**config.mk**
```make
export PLATFORM = sky130hd
export DESIGN_NAME = mstk_ctrl
export DESIGN_NICKNAME = d
export VERILOG_FILES = /design/src/hdl/mstk_pkg.sv /design/src/hdl/mstk_ctrl.sv
export VERILOG_INCLUDE_DIRS = /design/src /design/src/hdl
export SDC_FILE = /design/constraint.sdc
export NUM_CORES = 1
export LEC_CHECK = 0
export BUFFER_PORTS_ARGS = -buffer_cell sky130_fd_sc_hd__buf_2
export CAP_MARGIN = 0
export CORE_ASPECT_RATIO = 1.2
export CORE_UTILIZATION = 56
export DETAILED_ROUTE_END_ITERATION = 8
export PLACE_DENSITY = 0.81
export SKIP_LAST_GASP = 1
export SYNTH_ARGS = -nofsm -noshare
export SYNTH_HDL_FRONTEND = slang
export SYNTH_SLANG_ARGS = --single-unit
```
**constraint.sdc**
```tcl
create_clock -name clk -period 6.95 [get_ports clk]
set_input_delay 1.0425 -clock clk [delete_from_list [all_inputs] [get_ports clk]]
set_output_delay 1.0425 -clock clk [all_outputs]
set_load 0.01 [all_outputs]
```
**src/hdl/minimum_spanning_tree_kruskal_macros.svh**
```systemverilog
// Assertion macros shared by the spanning tree RTL.
`ifndef MINIMUM_SPANNING_TREE_KRUSKAL_MACROS_SVH
`define MINIMUM_SPANNING_TREE_KRUSKAL_MACROS_SVH
`ifndef SYNTHESIS
// Check a property on every clock edge outside reset.
`define MSTK_ASSERT(lbl, clk, rst_n, prop) \
  lbl: assert property (@(posedge clk) disable iff (!rst_n) (prop)) \
    else $error("mstk assertion failed");
// Check that a condition is followed by a consequence in the next cycle.
`define MSTK_ASSERT_NEXT(lbl, clk, rst_n, cond, nxt) \
  lbl: assert property (@(posedge clk) disable iff (!rst_n) (cond) |=> (nxt)) \
    else $error("mstk assertion failed");
`else
`define MSTK_ASSERT(lbl, clk, rst_n, prop)
`define MSTK_ASSERT_NEXT(lbl, clk, rst_n, cond, nxt)
`endif
`endif

```
**src/hdl/mstk_pkg.sv**
```systemverilog
// Shared types and constants for the spanning tree block.
`default_nettype none
package mstk_pkg;
  localparam int ENDP_W   = 5;
  localparam int WEIGHT_W = 32;
  localparam int TOTAL_W  = 40;
  localparam int VC_W     = 6;
  localparam int PICK_W   = 5;
  localparam int PICK_CAP = 31;
  localparam int VC_RESET = 32;

  // Input kind codes
  localparam logic KIND_LOAD = 1'b0;
  localparam logic KIND_RUN  = 1'b1;

  // Commands from controller to datapath
  typedef struct packed {
    logic load;
    logic scan_init;
    logic scan_step;
    logic mark;
    logic find_step;
    logic find_a_done;
    logic find_b_done;
    logic size_rd;
    logic merge;
    logic emit_total;
    logic clear;
  } cmd_t;

  // Status from datapath to controller
  typedef struct packed {
    logic scan_done;
    logic found;
    logic p_root;
    logic roots_eq;
    logic out_busy;
    logic out_taken;
  } stat_t;
endpackage
`default_nettype wire

```
**src/hdl/mstk_ctrl.sv**
```systemverilog
// Controller: sequences loads, scans, root finds, merges and result transfers.
`default_nettype none
`include "minimum_spanning_tree_kruskal_macros.svh"
module mstk_ctrl import mstk_pkg::*; #(
  parameter int MAX_VERTICES = 32
) (
  input  wire logic            clk,
  input  wire logic            rst_n,
  input  wire logic            in_valid,
  input  wire logic            in_kind,
  output logic                 in_ready,
  input  wire logic [VC_W-1:0] vertex_count,
  input  wire stat_t           st,
  output cmd_t                 cmd
);
  localparam logic [3:0] S_IDLE   = 4'd0;
  localparam logic [3:0] S_SCAN   = 4'd1;
  localparam logic [3:0] S_FIND_A = 4'd2;
  localparam logic [3:0] S_FIND_B = 4'd3;
  localparam logic [3:0] S_CHECK  = 4'd4;
  localparam logic [3:0] S_MERGE  = 4'd5;
  localparam logic [3:0] S_WAIT_E = 4'd6;
  localparam logic [3:0] S_WAIT_T = 4'd7;

  logic [3:0]        state_r, state_nxt;
  logic [PICK_W:0]   picked_r, picked_nxt;
  logic [PICK_W:0]   limit_r, limit_nxt;
  logic [VC_W:0]     vc_clip, lim_w;
  logic              in_fire;

  // Pick limit from vertex count
  always_comb begin
    vc_clip = ({1'b0, vertex_count} > (VC_W+1)'(MAX_VERTICES)) ?
              (VC_W+1)'(MAX_VERTICES) : {1'b0, vertex_count};
    lim_w   = (vc_clip < (VC_W+1)'(2)) ? '0 : vc_clip - 1'b1;
    if (lim_w > (VC_W+1)'(PICK_CAP)) begin
      lim_w = (VC_W+1)'(PICK_CAP);
    end
  end

  assign in_ready = (state_r == S_IDLE);
  assign in_fire  = in_valid && in_ready;

  // State transitions and commands
  always_comb begin
    state_nxt  = state_r;
    picked_nxt = picked_r;
    limit_nxt  = limit_r;
    cmd        = '0;
    case (state_r)
      S_IDLE: begin
        if (in_fire && (in_kind == KIND_LOAD)) begin
          cmd.load = 1'b1;
        end
        if (in_fire && (in_kind == KIND_RUN)) begin
          limit_nxt  = (PICK_W+1)'(lim_w);
          picked_nxt = '0;
          if (lim_w == '0) begin
            cmd.emit_total = 1'b1;
            state_nxt      = S_WAIT_T;
          end else begin
            cmd.scan_init = 1'b1;
            state_nxt     = S_SCAN;
          end
        end
      end
      S_SCAN: begin
        cmd.scan_step = 1'b1;
        if (st.scan_done) begin
          if (st.found) begin
            cmd.mark  = 1'b1;
            state_nxt = S_FIND_A;
          end else begin
            cmd.emit_total = 1'b1;
            state_nxt      = S_WAIT_T;
          end
        end
      end
      S_FIND_A: begin
        if (st.p_root) begin
          cmd.find_a_done = 1'b1;
          state_nxt       = S_FIND_B;
        end else begin
          cmd.find_step = 1'b1;
        end
      end
      S_FIND_B: begin
        if (st.p_root) begin
          cmd.find_b_done = 1'b1;
          state_nxt       = S_CHECK;
        end else begin
          cmd.find_step = 1'b1;
        end
      end
      S_CHECK: begin
        if (st.roots_eq) begin
          cmd.scan_init = 1'b1;
          state_nxt     = S_SCAN;
        end else begin
          cmd.size_rd = 1'b1;
          state_nxt   = S_MERGE;
        end
      end
      S_MERGE: begin
        cmd.merge = 1'b1;
        state_nxt = S_WAIT_E;
      end
      S_WAIT_E: begin
        if (st.out_taken) begin
          picked_nxt = picked_r + 1'b1;
          if ((picked_r + 1'b1) < limit_r) begin
            cmd.scan_init = 1'b1;
            state_nxt     = S_SCAN;
          end else begin
            cmd.emit_total = 1'b1;
            state_nxt      = S_WAIT_T;
          end
        end
      end
      S_WAIT_T: begin
        if (st.out_taken) begin
          cmd.clear = 1'b1;
          state_nxt = S_IDLE;
        end
      end
      default: begin
        state_nxt = S_IDLE;
      end
    endcase
  end

  always_ff @(posedge clk) begin
    if (!rst_n) begin
      state_r  <= S_IDLE;
      picked_r <= '0;
      limit_r  <= '0;
    end else begin
      state_r  <= state_nxt;
      picked_r <= picked_nxt;
      limit_r  <= limit_nxt;
    end
  end

  `MSTK_ASSERT(a_idle_out_free, clk, rst_n, (state_r != S_IDLE) || !st.out_busy)
  `MSTK_ASSERT(a_pick_bound, clk, rst_n, (state_r == S_IDLE) || (picked_r <= limit_r))
  `MSTK_ASSERT_NEXT(a_find_flow, clk, rst_n, state_r == S_FIND_A,
                    (state_r == S_FIND_A) || (state_r == S_FIND_B))
endmodule
`default_nettype wire

```
== Word-level counts from Yosys, hierarchy flattened ==
Index checks and enable logic that the tools add are counted.
Storage, ports and cells
  output and inout bits: 12
  word-level logic and storage cells: 78
  input bits: 16
  register bits: 16
Operators by class
  bitwise operators: 1
  $add $sub $neg: 2
  mux-type cells: 45
  $lt $le $gt $ge: 4
  reductions and logical operators: 10
  eq/ne operators: 13
Operators with widths (number)
  $pmux W4 S8: 1
  $mux W1: 25
  $mux W4: 6
  $mux W6: 3
  $eq A4 B3 Y1 const B: 4
  $mux W7: 2
  $mux W3: 4
  $pmux W6 S2: 1
  $ne A2 B2 Y1 const B: 5
  $eq A4 B2 Y1 const B: 2
  $gt A7 B5 Y1 const B: 1
  $logic_not A7 Y1: 1
  $sub A6 B1 Y7 const B: 1
  $add A6 B1 Y6 const B: 1
  $gt A6 B6 Y1 const B: 1
  $lt A6 B2 Y1 const B: 1
  $lt A6 B6 Y1: 1
  $pmux W1 S3: 2
  $reduce_and A6 Y1: 1
  $eq A4 B1 Y1 const B: 1
  $logic_not A4 Y1: 1
  $logic_and A1 B1 Y1: 3
  $reduce_and A3 Y1: 1
  $mux W2: 1
  other kinds (5): 5

== Depth between registers and ports, before layout ==
Gate-level depths: netlist of run 1.
  depth after elaboration: 10
  mapped depth: 9
  depth with buffers taken out: 9

== Worst setup path after synthesis of run 1 ==
OpenSTA, ideal clock, no wires.
  kind: input to output
  start point: in vertex_count[5]
  end point: out cmd[9] (netlist bit)
  stages on the path: 8
  data required time: 5907 ps
  data arrival time: 2812 ps
  slack: 3096 ps
  path buffers: 1
  cell sequence: clkbuf_1 > nand2b_1 > ha_1 > or3b_1 > a32o_1 > nor3_2 > nand2_1 > a221o_1
RTL lines
  start: declaration: RTL line mstk_ctrl.sv:12  | input wire logic [VC_W-1:0] vertex_count,
  end: declaration: RTL line mstk_ctrl.sv:14  | output cmd_t cmd

==> results of run 1 <==
## state kept, by name, summed over array words and instances, names as in the netlist
name      cells
state_r       3
limit_r       6
picked_r      6
## worst max-delay path: stages
cell and delay [ps]:
buf_2 160, nand2b_1 150, ha_1 270, or3b_1 370
a32o_1 240, nor3_2 130, nand2_1 110, a221o_1 340
buf_2 140
## through the flow
| stage | cells | setup slack (ps) | hold slack (ps) | power, mW |
|---|---|---|---|---|
| after floorplan | 160 | 3100 | 430 | 0.124 |
| after global placement | 199 | 3010 | 446 | 0.137 |
| after detailed placement | 199 | 2950 | 458 | 0.139 |
| after CTS | 203 | 2950 | 473 | 0.190 |
| after global routing | 203 | 2790 | 502 | 0.200 |
| final | 203 | 2950 | 469 | 0.189 |
## per-layer routing
layer	vias to the layer above	part of all wire
li1	620	-
met1	556	0.43
met2	27	0.51
met3	6	0.033
met4	0	0.024
met5	-	0
## report_power, final
part           switching (mW)  leakage [nW]  internal, mW
sequential            0.00414         0.122        0.0891
clock                  0.0289        0.0150        0.0223
combinational          0.0261         0.447        0.0186
## synth_stat cells
| master | instances |
|---|---|
| o21ai_0 | 6 |
| ha_1 | 7 |
| and2_1 | 2 |
| a211oi_1 | 3 |
| nor3b_1 | 2 |
| mux2_2 | 1 |
| and3_1 | 4 |
| nand3_1 | 8 |
| a32o_1 | 1 |
| or3_1 | 2 |
| o211ai_1 | 1 |
| clkbuf_1 | 5 |
| a31oi_1 | 2 |
| a21o_1 | 2 |
| xnor2_1 | 3 |
| o221ai_1 | 1 |
| nand4_1 | 1 |
| buf_2 | 1 |
| nor3_2 | 2 |
| dfxtp_1 | 15 |
| nor3_1 | 8 |
| a21oi_1 | 13 |
| and3b_1 | 1 |
| a32oi_1 | 1 |
| and4_1 | 1 |
| nor4b_1 | 1 |
| nand4b_1 | 2 |
| o22ai_1 | 1 |
| inv_1 | 9 |
| nor2b_1 | 4 |
| xor2_1 | 2 |
| a311oi_1 | 1 |
| or3b_1 | 1 |
| nand2b_1 | 4 |
| nand2_1 | 13 |
| nor2_1 | 23 |
| or2_2 | 3 |
| a221o_1 | 1 |
| a22oi_1 | 1 |
| a31o_2 | 1 |
## path summary, 6_finish.rpt
path                   start    endpoint  cells after the start
max          vertex_count[5]      cmd[9]                      9
min reg2reg       limit_r[5]  limit_r[5]                      2
min               limit_r[5]  limit_r[5]                      2
max reg2reg      picked_r[0]  state_r[1]                      8
## area by class of cell
class | instances | area [um^2]
Multi-Input combinational cell | 130 | 792
Fill cell | 165 | 587
Sequential cell | 15 | 300
Timing Repair Buffer | 26 | 130
Inverter | 9 | 33.8
Clock buffer | 4 | 26.3
Tap cell | 19 | 23.8
## logic make-up (layout without fill, tap and decap cells)
family,Yosys count,after routing
flip-flops,15,15
AND/OR/NAND/NOR,82,82
buffers and inverters,15,39
XOR/XNOR,5,5
adder cells (fa/ha/maj),7,7
multiplexers,1,1
AO/OA/AOI/OAI,35,35
==> flow_summary.toml, run 1 <==
[route]
routed_wl_um = 2710
vias_per_cell = 5.96
wl_per_cell_um = 13.3
num_vias = 1209
firstDrtPassIters = 6
ant_nets = 0
drc = 9
drt_iter0_drc = 35

[clock_tree]
cts_tree = "built"
cts_root_buf = "clkbuf_4"
clock_latency_ps = 290
cts_buffers = 3
cts.sinks = 15
htree_num_levels = 1
cts.clk_slew.worst_paths_ps = 90
hold_buffers = 0
postCtsSetupBuffers = 0
cts_resized = 0
ctsLongestPathBuffers = 2

[power_and_ir_drop]
power_density_nw_per_um2 = 145
vdd_drop_max_mv = 0.165
cellLeakagePower_nw = 0.584

[timing]
rsz0062_at_grt = "no"
worstMarginPinSlew_ps = 450
timing.slew.headroom = 0.700
maxSlewViolCount = 0
period_needed_ps = 4000
hold_viol_final = 0
fin_tns_setup_ps = 0
fin_worst_skew_ps = 6.94
fmax_ghz = 0.250
finalSetupViolations = 0
fin_crit_sh = 0.576

[global_routing]
globalRoute.totalOverflow = 0
gr-usage-all-layers = 0.279
grt_use_met3 = 0.0243
grt_pass1_vias = 1190
use_met1 = 0.311
grt_max_degree = 18
antenna_found_initial = 0
grt.met2_usage = 0.513
grt.busiest_layer = "met2"
grt_pass1_wl_um = 4750

[finish]
mostFrequentLayoutCells = "buf_2 (26), nor2_1 (23), dfxtp_1 (15)"
fin_area_um2 = 1310
final_nets = 208
layout_commonest_cell = "buf_2"
drive_above_1_share = 0.196
diodes = 0
syn_to_final_growth_pct = 13.6
post-route-util = 0.690

[placement]
portBuffers = 26
hpwl_um = 2170
place_congestion = 0.901
place_area_um2 = 1280

[floorplanning]
die_height_um = 51.6
dieWidth_um = 43.4
rows = 17
dieArea_um2 = 2240
start_util = 0.607
coreArea_um2 = 1890
io_pins = 28

[critical_path]
cp-start-kind = "primary input"
crit_arrival_ps = 2960
worstSetupPathType = "in2out"
worst-path-max-fanout = 9
critPathRequiredTime_ps = 5910
rrSetupSlack_ps = 4880
end_kind = "output pin"

[synthesis]
synthTopCellsByArea = "dfxtp_1 (26%), ha_1 (7.6%), nor2_1 (7.5%)"
synth_top_area_frac = 0.261
synth_xor_area_frac = 0.0381
avgSynthCellArea_um2 = 7.19
synth_area_leader_cell = "dfxtp_1"
synth_nets = 183
synth_area_um2 = 1150
netlist_instances = 160
synth_top_family_by_area = "simple AND/OR/NAND/NOR gates"
synth-adder-area-share = 0.0762
ys_seq_area_frac = 0.261
yosysUniqueCellTypes = 40
synth_seq_cells = 15
ys_warn_count = 0
synth_compound_area_frac = 0.193
synth_mux_area_frac = 0.00979
synth-simple-area-share = 0.372

[outcome]
failed_checks = "design-rule violations"
outcome = "finished with violations"

[job]
drv_cap = 0

[min_path]
hp-class = "reg2reg"
Note: power is estimated with default switching activity, not from simulation.
==> run 2: changes to the inputs <==
--- a/config.mk
+++ b/config.mk
@@ -9,9 +9,9 @@
 export BUFFER_PORTS_ARGS = -buffer_cell sky130_fd_sc_hd__buf_2
 export CAP_MARGIN = 0
 export CORE_ASPECT_RATIO = 1.2
-export CORE_UTILIZATION = 56
+export CORE_UTILIZATION = 47
 export DETAILED_ROUTE_END_ITERATION = 8
-export PLACE_DENSITY = 0.81
+export PLACE_DENSITY = 0.72
 export SKIP_LAST_GASP = 1
 export SYNTH_ARGS = -nofsm -noshare
 export SYNTH_HDL_FRONTEND = slang
==> constraint.sdc (replaced) <==
create_clock -name clk -period 3.42 [get_ports clk]
set_input_delay 0.513 -clock clk [delete_from_list [all_inputs] [get_ports clk]]
set_output_delay 0.513 -clock clk [all_outputs]
set_load 0.01 [all_outputs]
==> run 2 against run 1 <==
  * The run now ends clean
  * Die area rose by 18%
  * Wire length fell by 6.8%
  * Via count fell by 4.1%
  * Power rose by 100%
  * Final cell count rose by 5.9%
  * Clock power rose by 95%
  * Utilization fell by 12 points
  * Setup slack got worse by 2400 ps
  * Worst hold slack improved by 2.1 ps
  * Highest routed layer unchanged
==> flow_summary.toml, run 2 (same netlist as run 1, synthesis figures left out) <==
[outcome]
outcome = "finished clean"

[finish]
post-route-util = 0.573
stdcell_count = 215
diodes = 0
reg.largest.list = "limit_r (6), picked_r (6), state_r (3)"
drive_above_1_share = 0.196
final_nets = 208
syn_to_final_growth_pct = 14.9
mostFrequentLayoutCells = "buf_2 (26), nor2_1 (23), dfxtp_1 (15)"
layout_commonest_cell = "buf_2"

[critical_path]
cp-start-kind = "primary input"
path_delay_family = "simple AND/OR/NAND/NOR gates"
slowest_stage = "or3b_1"
worst-path-max-fanout = 9
crit_arrival_ps = 2400
regToRegEndpoint = "state_r[1]"
cpMostUsedCell = "buf_2"
crit_buf_inv = 2
worstSetupPathType = "in2out"
ff2ff_path_depth = 8
r2r-start = "picked_r[0]"
cp_cell_sequence = "buf_2 > nand2b_1 > ha_1 > or3b_1 > a32o_1 > nor3_2 > nand2_1 > a221o_1 > buf_2"
critPathRequiredTime_ps = 2910
rrSetupSlack_ps = 1350
cpPeakStageDelay_ps = 360
end_kind = "output pin"

[power_and_ir_drop]
power_density_nw_per_um2 = 286
pwr-share-comb = 0.235
cellLeakagePower_nw = 0.584
vdd_drop_max_mv = 0.182
internal_power_mw = 0.264
pwr-share-clk = 0.264
power_mw = 0.378
p_switching_mw = 0.114
power_frac_seq = 0.501
swShare = 0.301

[clock_tree]
cts.sinks = 15
cts_root_buf = "clkbuf_4"
ctsLongestPathBuffers = 2
cts_tree = "built"
postCtsSetupBuffers = 0
hold_buffers = 0
clock_latency_ps = 280
cts.clk_slew.worst_paths_ps = 90
cts_resized = 0
cts_buffers = 3
htree_num_levels = 1

[placement]
place_congestion = 0.813
hpwl_um = 2060
pre_cts_ws_ps = 501
dp_cells = 211
portBuffers = 26

[global_routing]
grt_max_degree = 18
grt_pass1_wl_um = 4010
globalRoute.totalOverflow = 0
gr-usage-all-layers = 0.206
antenna_found_initial = 0
grt_pass1_vias = 1062

[min_path]
hp-start = "limit_r[5]"
hp-class = "reg2reg"
whs_path_depth = 2
worstHoldEndpoint = "limit_r[5]"

[timing]
fmax_ghz = 0.343
finalSetupViolations = 0
maxSlewViolCount = 0
hold_viol_final = 0
fin_crit_sh = 0.851
fin_tns_setup_ps = 0
worstMarginPinSlew_ps = 440
rsz0062_at_grt = "no"
fin_worst_skew_ps = 2.15
layout_setup_ws_ps = 509
period_needed_ps = 2910
timing.slew.headroom = 0.706

[job]
drv_cap = 0

[floorplanning]
io_pins = 28
dieWidth_um = 47.2
start_util = 0.499
dieArea_um2 = 2650
die_height_um = 56.2
rows = 19
coreArea_um2 = 2310

[route]
routed_wl_um = 2530
drc = 0
ant_nets = 0
num_vias = 1160
drt_iter0_drc = 29
wl_per_cell_um = 11.8
firstDrtPassIters = 4
vias_per_cell = 5.40
[run 2: cell counts in the layout (fill, tap and decap cells not counted)]
Identical to the previous run, type by type.
[run 2: per-stage QoR]
stage	hold WS (ps)	instance area [um^2]
4_1_cts	477	1320
3_5_place_dp	464	1290
3_3_place_gp	449	1290
2_1_floorplan	430	1150
6_report	471	1320
5_1_grt	489	1320
[run 2: layout make-up]
type                       count  area, um^2
fill                         243         985
timing repair buffer          26         130
clock buffer                   4        26.3
inverter                       9        33.8
multi-input combinational    130         792
tap                           31        38.8
sequential                    15         300
[run 2: tightest hold or removal path: stages (launching register included)]
cell	delay (ps)
dfxtp_1	310
inv_1	70
nor3_1	50
[run 2: power by group through the flow]
stage                     Sequential (mW)  Clock (mW)  Combinational [mW]
after floorplan                     0.189           0              0.0641
after global placement              0.193           0              0.0872
after detailed placement            0.193           0              0.0888
after CTS                           0.189       0.104              0.0894
after global routing                0.190       0.112               0.101
final                               0.189      0.0997              0.0890
[run 2: worst max-delay path by stage]
stage | slack [ps] | to | startpoint | depth (start not counted)
finish | 510 | cmd[9] | vertex_count[5] | 9
global placement | 540 | cmd[9] | vertex_count[5] | 9
global route | 280 | cmd[1] | picked_r[0] | 10
detailed placement | 500 | cmd[9] | vertex_count[5] | 9
CTS | 510 | cmd[9] | vertex_count[5] | 9
floorplan | 620 | cmd[9] | vertex_count[5] | 8
[run 2: layer usage]
layer / share of wire / track usage
met1: 0.45 / 0.209
met2: 0.50 / 0.379
met3: 0.025 / 0.0260
met4: 0.021 / 0.102
met5: 0 / 0
